## config.mk

```make
export PLATFORM = sky130hd
export DESIGN_NAME = disco_payload_parser
export DESIGN_NICKNAME = d
export VERILOG_FILES = /design/src/design/dpp_pkg.sv /design/src/design/dpp_parser.sv /design/src/design/dpp_out_fifo.sv /design/src/design/disco_payload_parser.sv
export VERILOG_INCLUDE_DIRS = /design/src /design/src/design
export SDC_FILE = /design/constraint.sdc
export NUM_CORES = 1
export LEC_CHECK = 0
export BUFFER_PORTS_ARGS = -buffer_cell sky130_fd_sc_hd__buf_4
export CORE_ASPECT_RATIO = 0.75
export CORE_UTILIZATION = 55
export DETAILED_ROUTE_END_ITERATION = 7
export GPL_TIMING_DRIVEN = 0
export PLACE_DENSITY = 0.74
export SLEW_MARGIN = 30
export SYNTH_ARGS = -nofsm -noshare
export SYNTH_HDL_FRONTEND = slang
export SYNTH_SLANG_ARGS = --single-unit
```

## constraint.sdc

```tcl
create_clock -name clock -period 4.2 [get_ports clock]
set_input_delay 0.21 -clock clock [delete_from_list [all_inputs] [get_ports clock]]
set_output_delay 0.21 -clock clock [all_outputs]
set_load 0.02 [all_outputs]
```

## src/design/disco_payload_parser_defines.svh

```systemverilog
// Assertion macros for the discovery payload parser.
// Included by the top level; depends on nothing else.
`ifndef DISCO_PAYLOAD_PARSER_DEFINES_SVH
`define DISCO_PAYLOAD_PARSER_DEFINES_SVH

// same-cycle implication, disabled during reset
`define DPP_ASSERT_IMP(label, clk, rst, ante, cons, msg) \
   label: assert property (@(posedge clk) disable iff (rst) (ante) |-> (cons)) else $error(msg);

// next-cycle implication, disabled during reset
`define DPP_ASSERT_NXT(label, clk, rst, ante, cons, msg) \
   label: assert property (@(posedge clk) disable iff (rst) (ante) |=> (cons)) else $error(msg);

`endif

```

## src/design/dpp_pkg.sv

```systemverilog
// Shared types, constants and helpers for the discovery payload parser.
// No dependencies.
package dpp_pkg;

   localparam int TXID_BYTES_DEF    = 12;
   localparam int MAX_ENDPOINTS_DEF = 16;
   localparam int MAX_PAYLOAD_DEF   = 2048;

   localparam int EP_BYTES   = 18;
   localparam int KEY_BYTES  = 32;
   localparam int ADDR_BYTES = 16;

   localparam int CNT_W      = 12;
   localparam int CSR_ADDR_W = 2;
   localparam int CSR_DATA_W = 8;
   localparam int TDATA_W    = 48;

   localparam int FIFO_DEPTH = 4;
   localparam int FIFO_PTR_W = $clog2(FIFO_DEPTH);
   localparam int FIFO_CNT_W = FIFO_PTR_W + 1;

   typedef enum logic [2:0] {
      ROLE_TYPE     = 3'd0,
      ROLE_VERSION  = 3'd1,
      ROLE_TXID     = 3'd2,
      ROLE_KEY      = 3'd3,
      ROLE_PADDING  = 3'd4,
      ROLE_EP_ADDR  = 3'd5,
      ROLE_EP_PORT  = 3'd6,
      ROLE_IGNORED  = 3'd7
   } role_type;

   typedef enum logic [1:0] {
      STAT_OK          = 2'd0,
      STAT_INVALID     = 2'd1,
      STAT_UNSUPPORTED = 2'd2,
      STAT_TOO_LONG    = 2'd3
   } status_type;

   typedef enum logic [1:0] {
      KIND_PING  = 2'd0,
      KIND_PONG  = 2'd1,
      KIND_CALL  = 2'd2,
      KIND_OTHER = 2'd3
   } kind_type;

   typedef enum logic [CSR_ADDR_W-1:0] {
      CSR_PING_CODE = 2'd0,
      CSR_PONG_CODE = 2'd1,
      CSR_CALL_CODE = 2'd2
   } csr_index_type;

   typedef enum logic {
      REC_BYTE    = 1'b0,
      REC_SUMMARY = 1'b1
   } rec_kind_type;

   typedef struct packed {
      rec_kind_type   kind;
      logic [7:0]     byte_value;
      role_type       byte_role;
      logic [4:0]     field_offset;
      logic [3:0]     endpoint_slot;
      logic [7:0]     message_type;
      status_type     status;
      logic           key_present;
      logic [11:0]    padding_len;
      logic [4:0]     endpoint_count;
   } rec_type;

   // queue write request: one byte record, or a byte record plus summary
   typedef struct packed {
      logic push;
      logic pair;
   } push_type;

   // earlier matches win when codes are equal
   function automatic kind_type kind_of(input logic [7:0] t, input logic [7:0] ping,
                                        input logic [7:0] pong, input logic [7:0] call);
      kind_type k;
      if (t == ping)      k = KIND_PING;
      else if (t == pong) k = KIND_PONG;
      else if (t == call) k = KIND_CALL;
      else                k = KIND_OTHER;
      return k;
   endfunction

endpackage

```

## src/design/dpp_parser.sv

```systemverilog
// Input stage, per-message state and byte/summary classification.
// Depends on dpp_pkg.
module dpp_parser #(
   parameter int TXID_BYTES    = dpp_pkg::TXID_BYTES_DEF,
   parameter int MAX_ENDPOINTS = dpp_pkg::MAX_ENDPOINTS_DEF,
   parameter int MAX_PAYLOAD   = dpp_pkg::MAX_PAYLOAD_DEF
) (
   input  logic                              clock,
   input  logic                              reset,
   input  logic                              csr_we,
   input  logic [dpp_pkg::CSR_ADDR_W-1:0]    csr_addr,
   input  logic [dpp_pkg::CSR_DATA_W-1:0]    csr_wdata,
   input  logic                              in_valid,
   output logic                              in_ready,
   input  logic [7:0]                        in_byte,
   input  logic                              in_last,
   input  logic                              q_room,
   output dpp_pkg::push_type                 q_push,
   output dpp_pkg::rec_type                  rec_byte,
   output dpp_pkg::rec_type                  rec_sum
);
   import dpp_pkg::*;

   localparam logic [CNT_W-1:0] MAX_L      = CNT_W'(MAX_PAYLOAD);
   localparam logic [CNT_W-1:0] TXID_L     = CNT_W'(TXID_BYTES);
   localparam logic [CNT_W-1:0] KEY_END_L  = CNT_W'(TXID_BYTES + KEY_BYTES);
   localparam logic [CNT_W-1:0] PONG_ADDR_L = CNT_W'(TXID_BYTES + ADDR_BYTES);
   localparam logic [CNT_W-1:0] PONG_END_L = CNT_W'(TXID_BYTES + ADDR_BYTES + 2);
   localparam logic [CNT_W-1:0] KEY_L      = CNT_W'(KEY_BYTES);
   localparam logic [4:0]       MAX_EP_L   = 5'(MAX_ENDPOINTS);
   localparam logic [4:0]       EP_LAST_L  = 5'(EP_BYTES - 1);
   localparam logic [4:0]       ADDR_L     = 5'(ADDR_BYTES);

   // configuration
   logic [7:0] ping_code_ff, pong_code_ff, call_code_ff;

   // input stage
   logic       stg_valid_ff, stg_valid_in;
   logic [7:0] stg_byte_ff;
   logic       stg_last_ff;
   logic       consume;

   // message state
   logic [CNT_W-1:0] byte_count_ff, byte_count_in;
   logic [7:0]       type_seen_ff, type_seen_in;
   logic [7:0]       version_seen_ff, version_seen_in;
   logic             key_nonzero_ff, key_nonzero_in;
   logic [4:0]       group_phase_ff, group_phase_in;
   logic [4:0]       group_count_ff, group_count_in;
   // body length mod 18 and whole groups, independent of the type decode
   logic [4:0]       rest_phase_ff, rest_phase_in;
   logic [4:0]       rest_groups_ff, rest_groups_in;

   logic [CNT_W-1:0] pos, r, r_key, r_port;
   logic [CNT_W-1:0] len, rest, after, after_key;
   kind_type         kind_now, kind_sum;
   role_type         role;
   logic [4:0]       off;
   logic [3:0]       slot;
   status_type       status;
   logic             has_key;
   logic [11:0]      pad;
   logic [4:0]       ep_cnt;

   assign consume      = stg_valid_ff && q_room;
   assign in_ready     = !stg_valid_ff || consume;
   assign stg_valid_in = in_valid ? 1'b1 : (stg_valid_ff && !consume);

   always_ff @(posedge clock) begin
      if (reset) begin
         ping_code_ff <= 8'd1;
         pong_code_ff <= 8'd2;
         call_code_ff <= 8'd3;
      end else if (csr_we) begin
         case (csr_addr)
            CSR_PING_CODE: ping_code_ff <= csr_wdata;
            CSR_PONG_CODE: pong_code_ff <= csr_wdata;
            CSR_CALL_CODE: call_code_ff <= csr_wdata;
            default: ;
         endcase
      end
   end

   always_ff @(posedge clock) begin
      if (reset) begin
         stg_valid_ff <= 1'b0;
      end else if (in_ready) begin
         stg_valid_ff <= stg_valid_in;
      end
   end

   always_ff @(posedge clock) begin
      if (in_ready && in_valid) begin
         stg_byte_ff <= in_byte;
         stg_last_ff <= in_last;
      end
   end

   // per-byte classification
   always_comb begin
      pos             = byte_count_ff;
      r               = pos - CNT_W'(2);
      r_key           = r - TXID_L;
      r_port          = r - PONG_ADDR_L;
      kind_now        = kind_of(type_seen_ff, ping_code_ff, pong_code_ff, call_code_ff);
      role            = ROLE_IGNORED;
      off             = 5'd0;
      slot            = 4'd0;
      type_seen_in    = type_seen_ff;
      version_seen_in = version_seen_ff;
      key_nonzero_in  = key_nonzero_ff;
      group_phase_in  = group_phase_ff;
      group_count_in  = group_count_ff;
      rest_phase_in   = rest_phase_ff;
      rest_groups_in  = rest_groups_ff;

      if (pos >= MAX_L) begin
         role = ROLE_IGNORED;
      end else if (pos == CNT_W'(0)) begin
         role         = ROLE_TYPE;
         type_seen_in = stg_byte_ff;
      end else if (pos == CNT_W'(1)) begin
         role            = ROLE_VERSION;
         version_seen_in = stg_byte_ff;
      end else begin
         if (rest_phase_ff == EP_LAST_L) begin
            rest_phase_in = 5'd0;
            if (rest_groups_ff < MAX_EP_L) rest_groups_in = rest_groups_ff + 5'd1;
         end else begin
            rest_phase_in = rest_phase_ff + 5'd1;
         end

         case (kind_now)
            KIND_PING: begin
               if (r < TXID_L) begin
                  role = ROLE_TXID;
                  off  = r[4:0];
               end else if (r < KEY_END_L) begin
                  role = ROLE_KEY;
                  off  = r_key[4:0];
                  if (stg_byte_ff != 8'd0) key_nonzero_in = 1'b1;
               end else begin
                  role = ROLE_PADDING;
               end
            end
            KIND_PONG: begin
               if (r < TXID_L) begin
                  role = ROLE_TXID;
                  off  = r[4:0];
               end else if (r < PONG_ADDR_L) begin
                  role = ROLE_EP_ADDR;
                  off  = r_key[4:0];
               end else if (r < PONG_END_L) begin
                  role = ROLE_EP_PORT;
                  off  = r_port[4:0];
               end else begin
                  role = ROLE_IGNORED;
               end
            end
            KIND_CALL: begin
               if (group_count_ff < MAX_EP_L) begin
                  slot = group_count_ff[3:0];
                  if (group_phase_ff < ADDR_L) begin
                     role = ROLE_EP_ADDR;
                     off  = group_phase_ff;
                  end else begin
                     role = ROLE_EP_PORT;
                     off  = group_phase_ff - ADDR_L;
                  end
               end
               if (group_phase_ff == EP_LAST_L) begin
                  group_phase_in = 5'd0;
                  if (group_count_ff < MAX_EP_L) group_count_in = group_count_ff + 5'd1;
               end else begin
                  group_phase_in = group_phase_ff + 5'd1;
               end
            end
            default: role = ROLE_IGNORED;
         endcase
      end

      byte_count_in = (byte_count_ff <= MAX_L) ? byte_count_ff + CNT_W'(1) : byte_count_ff;
   end

   // end-of-message summary, from the state as it stands after this byte
   always_comb begin
      len       = byte_count_in;
      rest      = len - CNT_W'(2);
      after     = rest - TXID_L;
      after_key = after - KEY_L;
      kind_sum  = kind_of(type_seen_in, ping_code_ff, pong_code_ff, call_code_ff);
      status    = STAT_OK;
      has_key   = 1'b0;
      pad       = 12'd0;
      ep_cnt    = 5'd0;

      if (len > MAX_L) begin
         status = STAT_TOO_LONG;
      end else if (len < CNT_W'(2)) begin
         status = STAT_INVALID;
      end else begin
         case (kind_sum)
            KIND_PING: begin
               if (rest < TXID_L) begin
                  status = STAT_INVALID;
               end else begin
                  has_key = (after >= KEY_L) && key_nonzero_in;
                  pad     = has_key ? after_key : after;
               end
            end
            KIND_PONG: begin
               if (rest < PONG_END_L) status = STAT_INVALID;
            end
            KIND_CALL: begin
               if (version_seen_in == 8'd0 && rest != CNT_W'(0) && rest_phase_in == 5'd0)
                  ep_cnt = rest_groups_in;
            end
            default: status = STAT_UNSUPPORTED;
         endcase
      end
   end

   always_ff @(posedge clock) begin
      if (reset) begin
         byte_count_ff   <= '0;
         type_seen_ff    <= '0;
         version_seen_ff <= '0;
         key_nonzero_ff  <= 1'b0;
         group_phase_ff  <= '0;
         group_count_ff  <= '0;
         rest_phase_ff   <= '0;
         rest_groups_ff  <= '0;
      end else if (consume) begin
         if (stg_last_ff) begin
            byte_count_ff   <= '0;
            type_seen_ff    <= '0;
            version_seen_ff <= '0;
            key_nonzero_ff  <= 1'b0;
            group_phase_ff  <= '0;
            group_count_ff  <= '0;
            rest_phase_ff   <= '0;
            rest_groups_ff  <= '0;
         end else begin
            byte_count_ff   <= byte_count_in;
            type_seen_ff    <= type_seen_in;
            version_seen_ff <= version_seen_in;
            key_nonzero_ff  <= key_nonzero_in;
            group_phase_ff  <= group_phase_in;
            group_count_ff  <= group_count_in;
            rest_phase_ff   <= rest_phase_in;
            rest_groups_ff  <= rest_groups_in;
         end
      end
   end

   always_comb begin
      q_push.push = consume;
      q_push.pair = stg_last_ff;

      rec_byte                = '0;
      rec_byte.kind           = REC_BYTE;
      rec_byte.byte_value     = stg_byte_ff;
      rec_byte.byte_role      = role;
      rec_byte.field_offset   = off;
      rec_byte.endpoint_slot  = slot;
      rec_byte.status         = STAT_OK;

      rec_sum                 = '0;
      rec_sum.kind            = REC_SUMMARY;
      rec_sum.byte_role       = ROLE_TYPE;
      rec_sum.message_type    = type_seen_in;
      rec_sum.status          = status;
      rec_sum.key_present     = has_key;
      rec_sum.padding_len     = pad;
      rec_sum.endpoint_count  = ep_cnt;
   end

endmodule

```

## src/design/dpp_out_fifo.sv

```systemverilog
// Result queue: takes one or two records per cycle, hands out one per cycle while out_ready is high.
// Depends on dpp_pkg.
module dpp_out_fifo (
   input  logic              clock,
   input  logic              reset,
   input  dpp_pkg::push_type q_push,
   input  dpp_pkg::rec_type  rec_byte,
   input  dpp_pkg::rec_type  rec_sum,
   output logic              q_room,
   output logic              out_valid,
   input  logic              out_ready,
   output dpp_pkg::rec_type  out_rec
);
   import dpp_pkg::*;

   rec_type                 mem_ff [FIFO_DEPTH];
   logic [FIFO_PTR_W-1:0]   wr_ptr_ff, wr_ptr_in;
   logic [FIFO_PTR_W-1:0]   rd_ptr_ff, rd_ptr_in;
   logic [FIFO_PTR_W-1:0]   wr_ptr_nxt;
   logic [FIFO_CNT_W-1:0]   count_ff, count_in;
   logic [FIFO_CNT_W-1:0]   push_n;
   logic                    pop;

   // room for a full pair regardless of the output side
   assign q_room     = count_ff <= FIFO_CNT_W'(FIFO_DEPTH - 2);
   assign out_valid  = count_ff != '0;
   assign out_rec    = mem_ff[rd_ptr_ff];
   assign pop        = out_valid && out_ready;
   assign push_n     = !q_push.push ? FIFO_CNT_W'(0)
                     : (q_push.pair ? FIFO_CNT_W'(2) : FIFO_CNT_W'(1));
   assign wr_ptr_nxt = wr_ptr_ff + FIFO_PTR_W'(1);
   assign wr_ptr_in  = wr_ptr_ff + push_n[FIFO_PTR_W-1:0];
   assign rd_ptr_in  = rd_ptr_ff + FIFO_PTR_W'(pop);
   assign count_in   = count_ff + push_n - FIFO_CNT_W'(pop);

   always_ff @(posedge clock) begin
      if (reset) begin
         wr_ptr_ff <= '0;
         rd_ptr_ff <= '0;
         count_ff  <= '0;
      end else begin
         wr_ptr_ff <= wr_ptr_in;
         rd_ptr_ff <= rd_ptr_in;
         count_ff  <= count_in;
      end
   end

   always_ff @(posedge clock) begin
      if (q_push.push) begin
         mem_ff[wr_ptr_ff] <= rec_byte;
         if (q_push.pair) mem_ff[wr_ptr_nxt] <= rec_sum;
      end
   end

endmodule

```

## src/design/disco_payload_parser.sv

```systemverilog
// Discovery payload parser: one payload byte per item in, tagged byte records and
// an end-of-message summary out. Accepts one byte per clock while the output keeps
// up. An accepted byte sits in a stage register, is classified and is written into a
// four-entry result queue once the queue has room; rsp_tvalid comes from the queue's
// registered count. A last byte pushes two records (byte plus summary), and the
// queue drains one record per cycle while rsp_tready is high, so a message of N
// bytes yields N+1 records; input stalls while the queue holds more than two records.
// Type codes come from csr_addr 0/1/2 (ping, pong, call). There is no clearing pass
// after reset. Depends on dpp_pkg, dpp_parser and dpp_out_fifo.
module disco_payload_parser #(
   parameter int TXID_BYTES    = dpp_pkg::TXID_BYTES_DEF,
   parameter int MAX_ENDPOINTS = dpp_pkg::MAX_ENDPOINTS_DEF,
   parameter int MAX_PAYLOAD   = dpp_pkg::MAX_PAYLOAD_DEF
) (
   input  logic                              clock,
   input  logic                              reset,
   input  logic                              csr_we,
   input  logic [dpp_pkg::CSR_ADDR_W-1:0]    csr_addr,
   input  logic [dpp_pkg::CSR_DATA_W-1:0]    csr_wdata,
   input  logic                              req_tvalid,
   output logic                              req_tready,
   input  logic [7:0]                        req_tdata,  // data_byte[7:0]
   input  logic                              req_tlast,  // last_byte
   output logic                              rsp_tvalid,
   input  logic                              rsp_tready,
   // byte_value[7:0], byte_role[10:8], field_offset[15:11], endpoint_slot[19:16],
   // message_type[27:20], status[29:28], key_present[30], padding_len[42:31],
   // endpoint_count[47:43]
   output logic [dpp_pkg::TDATA_W-1:0]       rsp_tdata,
   output logic                              rsp_tuser   // record_kind
);
   import dpp_pkg::*;

   `include "disco_payload_parser_defines.svh"

   push_type q_push;
   rec_type  rec_byte, rec_sum, out_rec;
   logic     q_room;

   dpp_parser #(
      .TXID_BYTES    (TXID_BYTES),
      .MAX_ENDPOINTS (MAX_ENDPOINTS),
      .MAX_PAYLOAD   (MAX_PAYLOAD)
   ) u_parser (
      .clock     (clock),
      .reset     (reset),
      .csr_we    (csr_we),
      .csr_addr  (csr_addr),
      .csr_wdata (csr_wdata),
      .in_valid  (req_tvalid),
      .in_ready  (req_tready),
      .in_byte   (req_tdata),
      .in_last   (req_tlast),
      .q_room    (q_room),
      .q_push    (q_push),
      .rec_byte  (rec_byte),
      .rec_sum   (rec_sum)
   );

   dpp_out_fifo u_out_fifo (
      .clock     (clock),
      .reset     (reset),
      .q_push    (q_push),
      .rec_byte  (rec_byte),
      .rec_sum   (rec_sum),
      .q_room    (q_room),
      .out_valid (rsp_tvalid),
      .out_ready (rsp_tready),
      .out_rec   (out_rec)
   );

   assign rsp_tuser = out_rec.kind;
   assign rsp_tdata = {out_rec.endpoint_count, out_rec.padding_len, out_rec.key_present,
                       out_rec.status, out_rec.message_type, out_rec.endpoint_slot,
                       out_rec.field_offset, out_rec.byte_role, out_rec.byte_value};

   `DPP_ASSERT_IMP(a_sum_byte_fields_zero, clock, reset,
      rsp_tvalid && rsp_tuser, rsp_tdata[19:0] == 20'd0,
      "summary record carries byte fields")
   `DPP_ASSERT_IMP(a_byte_sum_fields_zero, clock, reset,
      rsp_tvalid && !rsp_tuser, rsp_tdata[47:20] == 28'd0,
      "byte record carries summary fields")
   `DPP_ASSERT_IMP(a_bad_status_clean, clock, reset,
      rsp_tvalid && rsp_tuser && rsp_tdata[29:28] != STAT_OK, rsp_tdata[47:30] == 18'd0,
      "failed summary reports key or padding or endpoints")
   `DPP_ASSERT_IMP(a_ep_count_capped, clock, reset,
      rsp_tvalid && rsp_tuser, rsp_tdata[47:43] <= 5'(MAX_ENDPOINTS),
      "endpoint count above cap")
   `DPP_ASSERT_NXT(a_pair_lands, clock, reset,
      q_push.push && q_push.pair && !rsp_tvalid, rsp_tvalid && !rsp_tuser,
      "byte record of a last byte not at queue head")

endmodule
```

* Word-level counts from Yosys, hierarchy flattened
Memory sizes are Yosys's and may differ from the RTL's. A register that Yosys moved wholly into a read port is not among the register bits. Cells that the tools add are included.
Word-level totals: register bits 90, latch bits 0, RAM bits 196, bits in read-only memories 0, bits of input ports 24, output and inout port bits 51, word-level logic and storage cells 196, memories kept 1
Operators by class: add/sub/neg operators 17, $mul 0, div/mod/pow operators 0, $lt $le $gt $ge 15, equality and inequality tests 18, shifts and indexed selects 0, mux-type cells 101, bitwise logic cells 0, reduce and logical (&&, ||, !) cells 27
Memories:
- u_out_fifo.mem_ff | words 4, width 49, rd ports 1, clocked after Yosys merged registers in 1, write ports 2, line dpp_out_fifo.sv:16 | rec_type mem_ff [FIFO_DEPTH];
Operators by type and width (number):
- 2-to-1 mux 5 bit | 38
- 2-to-1 mux 12 bit | 7
- 2-to-1 mux 8 bit | 7
- equality test 8 bit | 6
- < comparator 12 x 5 -> 1 bit, second input constant | 3
- 2-to-1 mux 3 bit | 9
- < comparator 12 x 4 -> 1 bit, second input constant | 2
- subtractor 12 x 2 -> 12 bit, second input constant | 2
- 2-to-1 mux 1 bit | 23
- adder 5 x 1 -> 5 bit, second input constant | 4
- 2-to-1 mux 4 bit | 5
- 2-to-1 mux 2 bit | 9
- < comparator 5 bit, second input constant | 3
- one-hot mux 5 bit (3 select lines) | 1
- adder 12 x 1 -> 12 bit, second input constant | 1
- equality test 12 x 1 -> 1 bit, second input constant | 1
- >= comparator 12 bit, second input constant | 1
- >= comparator 12 x 6 -> 1 bit, second input constant | 1
- > comparator 12 bit, second input constant | 1
- less-or-equal comparator 12 bit, second input constant | 1
- logical NOT 12 bit | 1
- < comparator 12 x 2 -> 1 bit, second input constant | 1
- < comparator 12 x 6 -> 1 bit, second input constant | 1
- nonzero test 12 bit | 1
- 28 further kinds | 49

* Logic depth before layout (Yosys ltp)
Gate-level depths: netlist (run 1).
depth in word-level cells 15, mapped depth 18

* By module
From an unflattened synthesis (run 1), not the netlist that was laid out.
Unflattened totals: cell total of the unflattened synthesis 1342, area, all modules 16243.1 um^2
Modules (own cells, without submodules):
- dpp_out_fifo | times used 1, cells each 525, area an instance 9789.4 um^2, sequential area each 6025.8 um^2
- dpp_parser | times used 1, cells each 817, area an instance 6453.7 um^2, sequential area each 1751.7 um^2

* Worst setup path after synthesis (run 1)
Ideal clock, no wire load.
path type register -> register, start reg u_parser.byte_count_ff[1], end mem u_out_fifo.mem_ff[1][11] (netlist name), data pin, arrival 3.707 ns, required time 3.937 ns, slack 0.230 ns, cell stages (with the launch flop) 18, path buffers 1, period minus slack after synthesis 3.970 ns, cell sequence dfxtp_1 clkbuf_1 inv_1 ha_1 nor3b_1 nand4_1 mux2i_1 nand2_1 or2_2 ha_1 a31oi_1 o21ai_0 xnor2_1 ha_1 nor2_1 o2bb2ai_1 a21oi_1 nor2_1
RTL lines:
- start: declaration | line dpp_parser.sv:44 | logic [CNT_W-1:0] byte_count_ff, byte_count_in;
- start signal: assignment | line dpp_parser.sv:244 | byte_count_ff <= byte_count_in;
- end: declaration | line dpp_out_fifo.sv:16

==> reports/results.ini, run 1 <==
[logic_synthesis]
synthArstFlopShare_pct = 0
syn_avg_cell_area_sq_um = 10.3
yosysTopAreaCell = edfxtp_1
netlist_top_cells_area = edfxtp_1, dfxtp_1, mux4_2, nor2_1, nand2_1
synth-seq-cells = 286
ys_seq_area_share_pct = 49.6
synth_top_flop_cell = dfxtp_1
synth_edf_count = 121
netlist_instances = 1356
synth_top_area_share_pct = 26.0
yosysWarnings = 0
netlist_area_sq_um = 14000
synth_cell_types = 78
synth_nets = 1401

[worst_setup_path]
worstPathCellList = clkbuf_1 -> nor4_2 -> nand4_1 -> nand2_2 -> mux2_2 -> nor2_1 -> or2_2 -> ha_2 -> inv_2 -> nand3b_1 -> nor4b_2 -> or3_4 -> nand4_1 -> o211ai_1 -> a21oi_1
slowest_delay_ns = 0.53
critPathCaptureType = register
cp.required_ns = 4.49
crit_buf_inv = 2
critPathArrivalTime_ns = 4.26
start_kind = register
crit_family = simple AND/OR/NAND/NOR gates
slowest_stage = nor4_2
crit_type = register to register
path_common_cell = nand4_1
cp_max_fo = 7

[detailed_routing]
wl_met3_um = 3270
ant_nets = 0
wire_per_inst_um = 20.5
routed-via-count = 11300
top_layer_used = met4
drt-met1-wl_um = 16700
drt_iter0_drc = 1261
drc = 0
dr.pass1.iters = 6
wirelength_um = 37800
met2WireLength_um = 16900
viasPerCell = 6.10

[pwr]
ir_worst_vdd_uv = 467
power.density_nw_per_um2 = 471
p_leak_nw = 6.08

[placement]
port-buffer-count = 73
gp_congestion = 0.932
dp_hpwl_um = 26600
placed_cells = 1767
placed_area_sq_um = 15000
dp_slack_ns = -0.807

[floorplan]
die_h_um = 140
die_x_um = 186
io_pins = 75
core_area_sq_um = 25000
die-area_sq_um = 26100
row_count = 50
start_util_pct = 56.0

[sta]
hold_viol = 0
fin_worst_skew_ns = 0.0101
tightest_slew_ns = 0.930
timing.fmax_mhz = 252
finalSetupViolCount = 0
timing.setup.tns_ns = 0
worst_slack_ns = 0.229
slew_viol_final = 0
period_needed_ns = 3.97
fin_crit_sh_pct = 94.5
maxSlewHeadroom_pct = 36.3

[cts]
htreeDepth = 1
clk_pin_slew_ns = 0.06
clockBufferDepth = 3
cts_tree = built
clk_latency_ns = 0.55
root_buffer = clkbuf_16
cts_made_buffers = 28
numClockSinks = 286

[finish]
fillerInstances = 1940
final_cells = 1844
drive_above_1_share_pct = 16.0
num_antenna_cells = 0
postLayoutCellArea_sq_um = 16200
nets = 1531
area_growth_pct = 15.6

[grt]
grtUsageTotal_pct = 29.3
grt_max_degree = 29
antenna_found_initial = 0
grt-ovfl-total = 0
grt_pass1_vias = 10800
grt_pass1_wl_um = 59100

[hold_path]
worstHoldPathType = input port to register

[outcome]
status = completed

[flow_run]
drv_cap = 0

per-layer routing:
layer	global-route usage, %	vias to the layer above
li1	-	5183
met4	8.28	0
met1	42.7	5432
met5	0	-
met3	4.86	75
met2	45.0	565
final timing paths:
path	start	endpoint	slack (ns)	cells after the start
hold reg to reg	u_out_fifo.mem_ff[3][45]	u_out_fifo.mem_ff[3][45]	0.45	2
setup reg to reg	u_parser.byte_count_ff[7]	u_out_fifo.mem_ff[1][14]	0.23	15
setup / recovery	u_parser.byte_count_ff[7]	u_out_fifo.mem_ff[1][14]	0.23	15
hold / removal	csr_addr[1]	u_parser.ping_code_ff[0]	0.03	4
worst min-delay path: cells and delay by family:
family	cells	cell delay (ns)
AOI/OAI and AO/OA	1	0.10
and+or+nand+nor	2	0.15
buffers and inverters	1	0.09
power by group:
part	switching [mW]	internal [mW]	total (mW)
clock network	1.05	1.25	2.30
registers	0.137	3.17	3.31
logic	1.15	0.870	2.02
layout make-up:
cell class / instances / area, sq um / share of cell area [%]
Clock inverter: 11 / 65.1 / 0.402
Timing Repair Buffer: 101 / 803 / 4.97
Tap cell: 338 / 423 / 2.61
Sequential cell: 286 / 6940 / 42.9
Clock buffer: 39 / 752 / 4.65
Inverter: 37 / 144 / 0.889
Multi-Input combinational cell: 944 / 6680 / 41.3
Buffer: 88 / 374 / 2.31
kinds of logic (layout without fill, tap and decap cells):
family | count (synthesis) | in the layout | share of synthesized area [%]
compound gates | 222 | 222 | 10.3
flops | 286 | 286 | 49.6
fa+ha+maj | 21 | 21 | 1.93
simple gates | 531 | 531 | 18.4
mux | 86 | 86 | 10.9
buf+inv | 126 | 276 | 3.63
xor+xnor | 84 | 84 | 5.26
per-stage QoR:
stage | hold slack (ns) | power [mW] | utilization [%]
6_report | 0.0334 | 7.62 | 64.8
5_1_grt | 0.0876 | 7.93 | 64.8
4_1_cts | 0.0206 | 7.61 | 64.4
3_5_place_dp | 0.389 | 5.33 | 59.9
3_3_place_gp | 0.388 | 5.28 | 59.9
2_1_floorplan | 0.309 | 4.65 | -
repair_timing:
action / CTS / global route
hold buffers: 18 / 0
resized for setup: 14 / 26
endpoints found under the hold margin: 31 / 0
setup buffers: 6 / 4
setup endpoints to repair: 76 / 72
pin swaps: 5 / 10
synth_stat cells, types with 9 or more instances:
| cell type | number |
|---|---|
| nor3_1 | 15 |
| nand3b_1 | 10 |
| a31oi_1 | 11 |
| nand3_1 | 43 |
| nor2_1 | 215 |
| o21ai_0 | 66 |
| and2_1 | 9 |
| or3_1 | 11 |
| xor2_1 | 42 |
| nand2_1 | 112 |
| a22oi_1 | 17 |
| and3_1 | 11 |
| nand4_1 | 17 |
| xnor2_1 | 42 |
| a22o_1 | 28 |
| dfxtp_1 | 165 |
| mux2i_1 | 26 |
| nor4_1 | 34 |
| edfxtp_1 | 121 |
| inv_1 | 36 |
| clkbuf_1 | 72 |
| ha_1 | 20 |
| nand2b_1 | 10 |
| a21oi_1 | 47 |
| mux4_2 | 49 |
registers in the layout, summed over array words and instances (netlist names):
signal / flops
u_parser.pong_code_ff: 8
u_parser.call_code_ff: 8
u_out_fifo.mem_ff: 196
u_parser.stg_valid_ff: 1
u_out_fifo.count_ff: 3
u_parser.group_count_ff: 5
u_parser.stg_byte_ff: 8
u_out_fifo.wr_ptr_ff: 2
u_parser.byte_count_ff: 12
u_parser.type_seen_ff: 8
u_parser.rest_groups_ff: 5
u_parser.key_nonzero_ff: 1
u_parser.ping_code_ff: 8
u_parser.stg_last_ff: 1
u_parser.version_seen_ff: 8
u_parser.group_phase_ff: 5
u_out_fifo.rd_ptr_ff: 2
u_parser.rest_phase_ff: 5
cells in the final DEF, fill, tap and decap left out, types with 18 or more instances in the layout:
| cell | count |
|---|---|
| nor2_1 | 212 |
| dlygate4sd3_1 | 18 |
| a22o_1 | 28 |
| a21oi_1 | 46 |
| dfxtp_1 | 165 |
| clkbuf_1 | 77 |
| xor2_1 | 42 |
| clkbuf_16 | 28 |
| edfxtp_1 | 121 |
| buf_4 | 85 |
| nor4_1 | 32 |
| mux2i_1 | 24 |
| inv_1 | 29 |
| o21ai_0 | 64 |
| xnor2_1 | 41 |
| nand3_1 | 43 |
| nand2_1 | 111 |
| mux4_2 | 49 |
(Power assumes the default switching activity.)
==> run 2, diff against run 1 <==
CORE_MARGIN = 2   (was unset)
SLEW_MARGIN = 10   (was 30)
==> reports/results.ini, run 2 (same netlist as run 1, synthesis figures left out) <==
[outcome]
status = completed

[sta]
fin_worst_skew_ns = 0.0231
hold_viol = 0
finalSetupViolCount = 0
tightest_slew_ns = 1.23
slew_viol_final = 0
period_needed_ns = 4.00
timing.fmax_mhz = 250
fin_crit_sh_pct = 95.1
worst_slack_ns = 0.204
maxSlewHeadroom_pct = 17.9

[cts]
cts_tree = built
numClockSinks = 286
root_buffer = clkbuf_16
clk_latency_ns = 0.57
cts_made_buffers = 28
htreeDepth = 1
clk_pin_slew_ns = 0.07
clockBufferDepth = 3

[finish]
nets = 1532
num_antenna_cells = 0
mostFrequentLayoutCell = nor2_1
area_growth_pct = 16.8
most-common-layout-cells = nor2_1, dfxtp_1, edfxtp_1, nand2_1, buf_4
reg_top3 = u_out_fifo.mem_ff (196), u_parser.byte_count_ff (12)
top_register = u_out_fifo.mem_ff
drive_above_1_share_pct = 16.0
largest_register_ffs = 196

[grt]
grt_max_degree = 29
grt-ovfl-total = 0
grt_pass1_vias = 10700
antenna_found_initial = 0
grtUsageTotal_pct = 28.3
grt_pass1_wl_um = 59500

[floorplan]
row_count = 50
die_x_um = 188
core_area_sq_um = 25000
io_pins = 75
start_util_pct = 56.0
die-area_sq_um = 26700
die_h_um = 142

[placement]
gp_congestion = 0.927
dp_slack_ns = -0.825
port-buffer-count = 73
dp_hpwl_um = 26900

[worst_setup_path]
crit_type = register to register
critPathCaptureType = register
critPathLaunch = u_parser.byte_count_ff[3]
r2r_end = u_out_fifo.mem_ff[2][0]
r2r_slack_ns = 0.20
cp-endpoint = u_out_fifo.mem_ff[2][0]
regToRegStartpoint = u_parser.byte_count_ff[3]
worstRegToRegCells = 11
critPathArrivalTime_ns = 4.35
start_kind = register
cp_max_fo = 10
cp.required_ns = 4.56

[detailed_routing]
ant_nets = 0
dr.pass1.iters = 6
drc = 0
wirelength_um = 38300
viasPerCell = 6.15
drt_iter0_drc = 1266
routed-via-count = 11400
wire_per_inst_um = 20.7

[pwr]
p_leak_nw = 6.14
ir_worst_vdd_uv = 310
total_power_mw = 7.93
power.density_nw_per_um2 = 485

[hold_path]
worstHoldPathType = input port to register

[flow_run]
drv_cap = 0

-- run 2: cell count changes in the layout (fill, tap and decap cells not counted), sizes merged --
cell,previous run,this run
clkbuf,110,101
clkinv,9,15
bufinv,0,4
buf,100,102
clkinvlp,2,3
inv,37,36
-- run 2: critical path, stage by stage (launching register included) --
cell and delay, ns:
dfxtp_1 0.39, buf_2 0.26, nor4_4 0.41, nand4_4 0.34, mux2i_2 0.71, xnor2_1 0.14, nor4_1 0.28, nand2_1 0.27
nor3b_2 0.23, nand3_1 0.21, buf_6 0.23, nor4_1 0.33
-- run 2: per-layer routing --
layer  global-route usage [%]  routed length, um
met1                     41.0              17000
met5                        0                  0
met2                     44.9              17200
met4                     6.80                718
met3                     4.44               3330
-- run 2: worst min-delay path by stage --
stage                               endpoint  cells after the start          from  slack, ns
floorplan            u_parser.stg_byte_ff[0]                      0  req_tdata[0]       0.31
global placement     u_parser.stg_byte_ff[3]                      1  req_tdata[3]       0.39
detailed placement   u_parser.stg_byte_ff[0]                      1  req_tdata[0]       0.39
CTS                 u_parser.ping_code_ff[0]                      4   csr_addr[0]       0.03
global route        u_parser.ping_code_ff[0]                      4   csr_addr[1]       0.08
finish              u_parser.ping_code_ff[0]                      4   csr_addr[0]       0.04
-- run 2: through the flow --
stage	util (%)	TNS [ns]	hold slack, ns	instances	area, sq um
after global routing	65.5	-0.0160	0.0821	1847	16300
after CTS	64.9	0	0.0342	1842	16200
after detailed placement	59.9	-34.07	0.390	1767	15000
after floorplan	-	0	0.309	1356	14000
after global placement	59.9	-23.47	0.388	1767	15000
final	65.5	0	0.0404	1847	16300
-- run 2: where the power goes --
group          internal, mW  total (mW)  switching, mW
clock                  1.48        2.59           1.11
sequential             3.17        3.31          0.138
combinational         0.874        2.03           1.16
-- run 2: timing repair --
item,4_1_cts,5_1_grt
hold buffers,18,0
pin swaps,4,7
endpoints found under the setup margin,76,70
buffers inserted,5,6
resized for setup,18,26
endpoints found under the hold margin,32,0
-- run 2: final cells by class --
cell class | count | area, sq um
timing repair buffer | 102 | 811
clock buffer | 31 | 712
tap | 338 | 423
sequential | 286 | 6940
clock inverter | 21 | 233
multi-input combinational | 944 | 6710
buffer | 88 | 378
fill | 1984 | 8620
inverter | 37 | 144
==> run 3, diff against run 2 <==
PLACE_DENSITY = 0.73   (was 0.74)
SYNTH_HIERARCHICAL = 1   (was unset)
==> reports/results.ini, run 3 <==
[outcome]
status = complete, but fails checks
violations = negative setup slack

[logic_synthesis]
synthArstFlopShare_pct = 0
synth_top_family_by_area = multiplexers
synth_edf_count = 205
netlist_area_sq_um = 16200
yosys.area_share.xor_xnor_pct = 4.89
syn_avg_cell_area_sq_um = 12.1
synth_fa_ha_area_share_pct = 1.74
netlist_instances = 1342
synth_cell_types = 79
synth-seq-cells = 286
synth-simple-area-share_pct = 10.7
synth_top_area_share_pct = 37.9
synth_mux_area_share_pct = 22.5
yosysWarnings = 6
synth_compound_area_share_pct = 6.71
yosysTopAreaCell = edfxtp_1
netlist_top_cells_area = edfxtp_1, mux2_2, dfxtp_1, mux4_2, mux2_1
synth_common_cells = edfxtp_1, mux2_2, nor2_1
synth_top_flop_cell = edfxtp_1
ys_seq_area_share_pct = 47.9
synth.most_common_cell = edfxtp_1

[cts]
numClockSinks = 286
clk_latency_ns = 0.57
clk_pin_slew_ns = 0.07
clockBufferDepth = 3
htreeDepth = 1
root_buffer = clkbuf_16
cts_tree = built
cts_made_buffers = 29

[finish]
most-common-layout-cells = edfxtp_1, buf_4, mux2_2, nor2_1, dfxtp_1
finalCoreUtilization_pct = 68.3
area_growth_pct = 22.2
drive_above_1_share_pct = 35.5
largest_register_ffs = 196
mostFrequentLayoutCell = edfxtp_1
top_register = u_out_fifo/mem_ff
nets = 1601
fillerInstances = 2077
reg_top3 = u_out_fifo/mem_ff (196), u_parser/byte_count_ff (12)
postLayoutCellArea_sq_um = 19800

[floorplan]
die-area_sq_um = 30900
core_area_sq_um = 29100
row_count = 54
die_h_um = 153
start_util_pct = 55.9
io_pins = 75
die_x_um = 202

[worst_setup_path]
crit_type = register to register
critPathCaptureType = register
start_kind = register
cp_max_fo = 8
cp.required_ns = 4.52
critPathArrivalTime_ns = 5.08

[grt]
antenna_found_initial = 1
grt-ovfl-total = 0
grt_pass1_vias = 11200
grt_pass1_wl_um = 64300
grt_max_degree = 50
grtUsageTotal_pct = 26.7

[sta]
rsz0062_at_grt = yes
tightest_slew_ns = 1.05
timing.fmax_mhz = 210
period_needed_ns = 4.76
fin_worst_skew_ns = 0.0143
maxSlewHeadroom_pct = 29.5
slew_viol_final = 0
hold_ws_ns = 0.0726
worst_slack_ns = -0.558
finalSetupViolCount = 72
hold_viol = 0
fin_crit_sh_pct = 113

[detailed_routing]
routed-via-count = 11500
drt_iter0_drc = 993
dr.pass1.iters = 5
viasPerCell = 5.85
wire_per_inst_um = 21.1
drc = 0
wirelength_um = 41600
ant_nets = 0

[placement]
placed_area_sq_um = 17800
gp_congestion = 0.934
port-buffer-count = 74
dp_hpwl_um = 28500

[pwr]
power.density_nw_per_um2 = 416
ir_worst_vdd_uv = 370
p_leak_nw = 7.52

[hold_path]
worstHoldPathType = input port to register

[flow_run]
drv_cap = 0

run 3: area by class of cell:
type                            count  area [sq um]  share of cell area, %
Sequential cell                   286          7780                   39.2
Clock inverter                     13           101                  0.511
Timing Repair Buffer              137          1200                   6.05
Tap cell                          392           490                   2.47
Antenna cell                        1          2.50                 0.0126
Multi-Input combinational cell    938          8520                   42.9
Buffer                            130           763                   3.85
Clock buffer                       41           853                   4.30
Inverter                           33           139                  0.700
run 3: what timing repair did:
action	4_1_cts	5_1_grt
setup buffers	28	9
hold buffers	19	0
hold endpoints to repair	40	0
gates resized for setup	95	39
cloned	1	0
endpoints found under the setup margin	80	80
pin swaps	27	7
run 3: path summary, 6_finish.rpt:
path | from | endpoint | slack [ns] | cells after the start
setup / recovery | u_parser/byte_count_ff[2] | u_out_fifo/mem_ff[0][16] | -0.56 | 20
hold / removal | rsp_tready | u_out_fifo/rd_ptr_ff[0] | 0.07 | 4
setup reg to reg | u_parser/byte_count_ff[2] | u_out_fifo/mem_ff[0][16] | -0.56 | 20
hold reg to reg | u_parser/rest_groups_ff[3] | u_parser/rest_groups_ff[3] | 0.53 | 2
run 3: stage by stage:
| stage | worst slack (ns) | std cells | TNS, ns | power (mW) |
|---|---|---|---|---|
| final | -0.558 | 1971 | -31.70 | 8.26 |
| after global routing | -0.756 | 1970 | -42.02 | 8.56 |
| after CTS | -0.546 | 1961 | -20.75 | 8.24 |
| after detailed placement | -1.28 | 1862 | -61.30 | 5.61 |
| after global placement | -1.82 | 1856 | -312.66 | 5.57 |
| after floorplan | -0.356 | 1390 | -8.75 | 4.87 |
run 3: cell families (layout without fill, tap and decap cells):
group	after synthesis	after routing
other cells	2	51
buf+inv	166	354
mux	279	279
xor+xnor	87	87
simple gates	333	333
flops	286	286
fa+ha+maj	22	22
compound gates	167	167
run 3: power breakdown:
group          switching (mW)  internal [mW]
Clock                    1.14           1.43
Combinational            1.26           1.07
Sequential             0.0902           3.25
run 3: layer usage:
metal	global-route usage, %	share of wire (%)	vias to the layer above
met2	42.7	46	417
met4	4.94	1.7	0
met1	39.2	45	5720
met5	0	0	-
li1	-	-	5344
met3	4.22	7.3	48
run 3: critical path, cell delays in order, from the launching register on:
cell       delay [ns]
dfxtp_2          0.33
buf_8            0.12
inv_4            0.05
ha_4             0.13
or4b_4           0.49
or4_1            0.42
and3_4           0.19
ha_4             0.19
buf_4            0.13
buf_4            0.12
or3_4            0.36
a2111oi_4        0.23
a211oi_2         0.12
nand3b_4         0.22
o31ai_4          0.24
nand4_4          0.14
nor3_4           0.37
or2_4            0.23
buf_6            0.10
o22ai_4          0.06
mux2_4           0.27
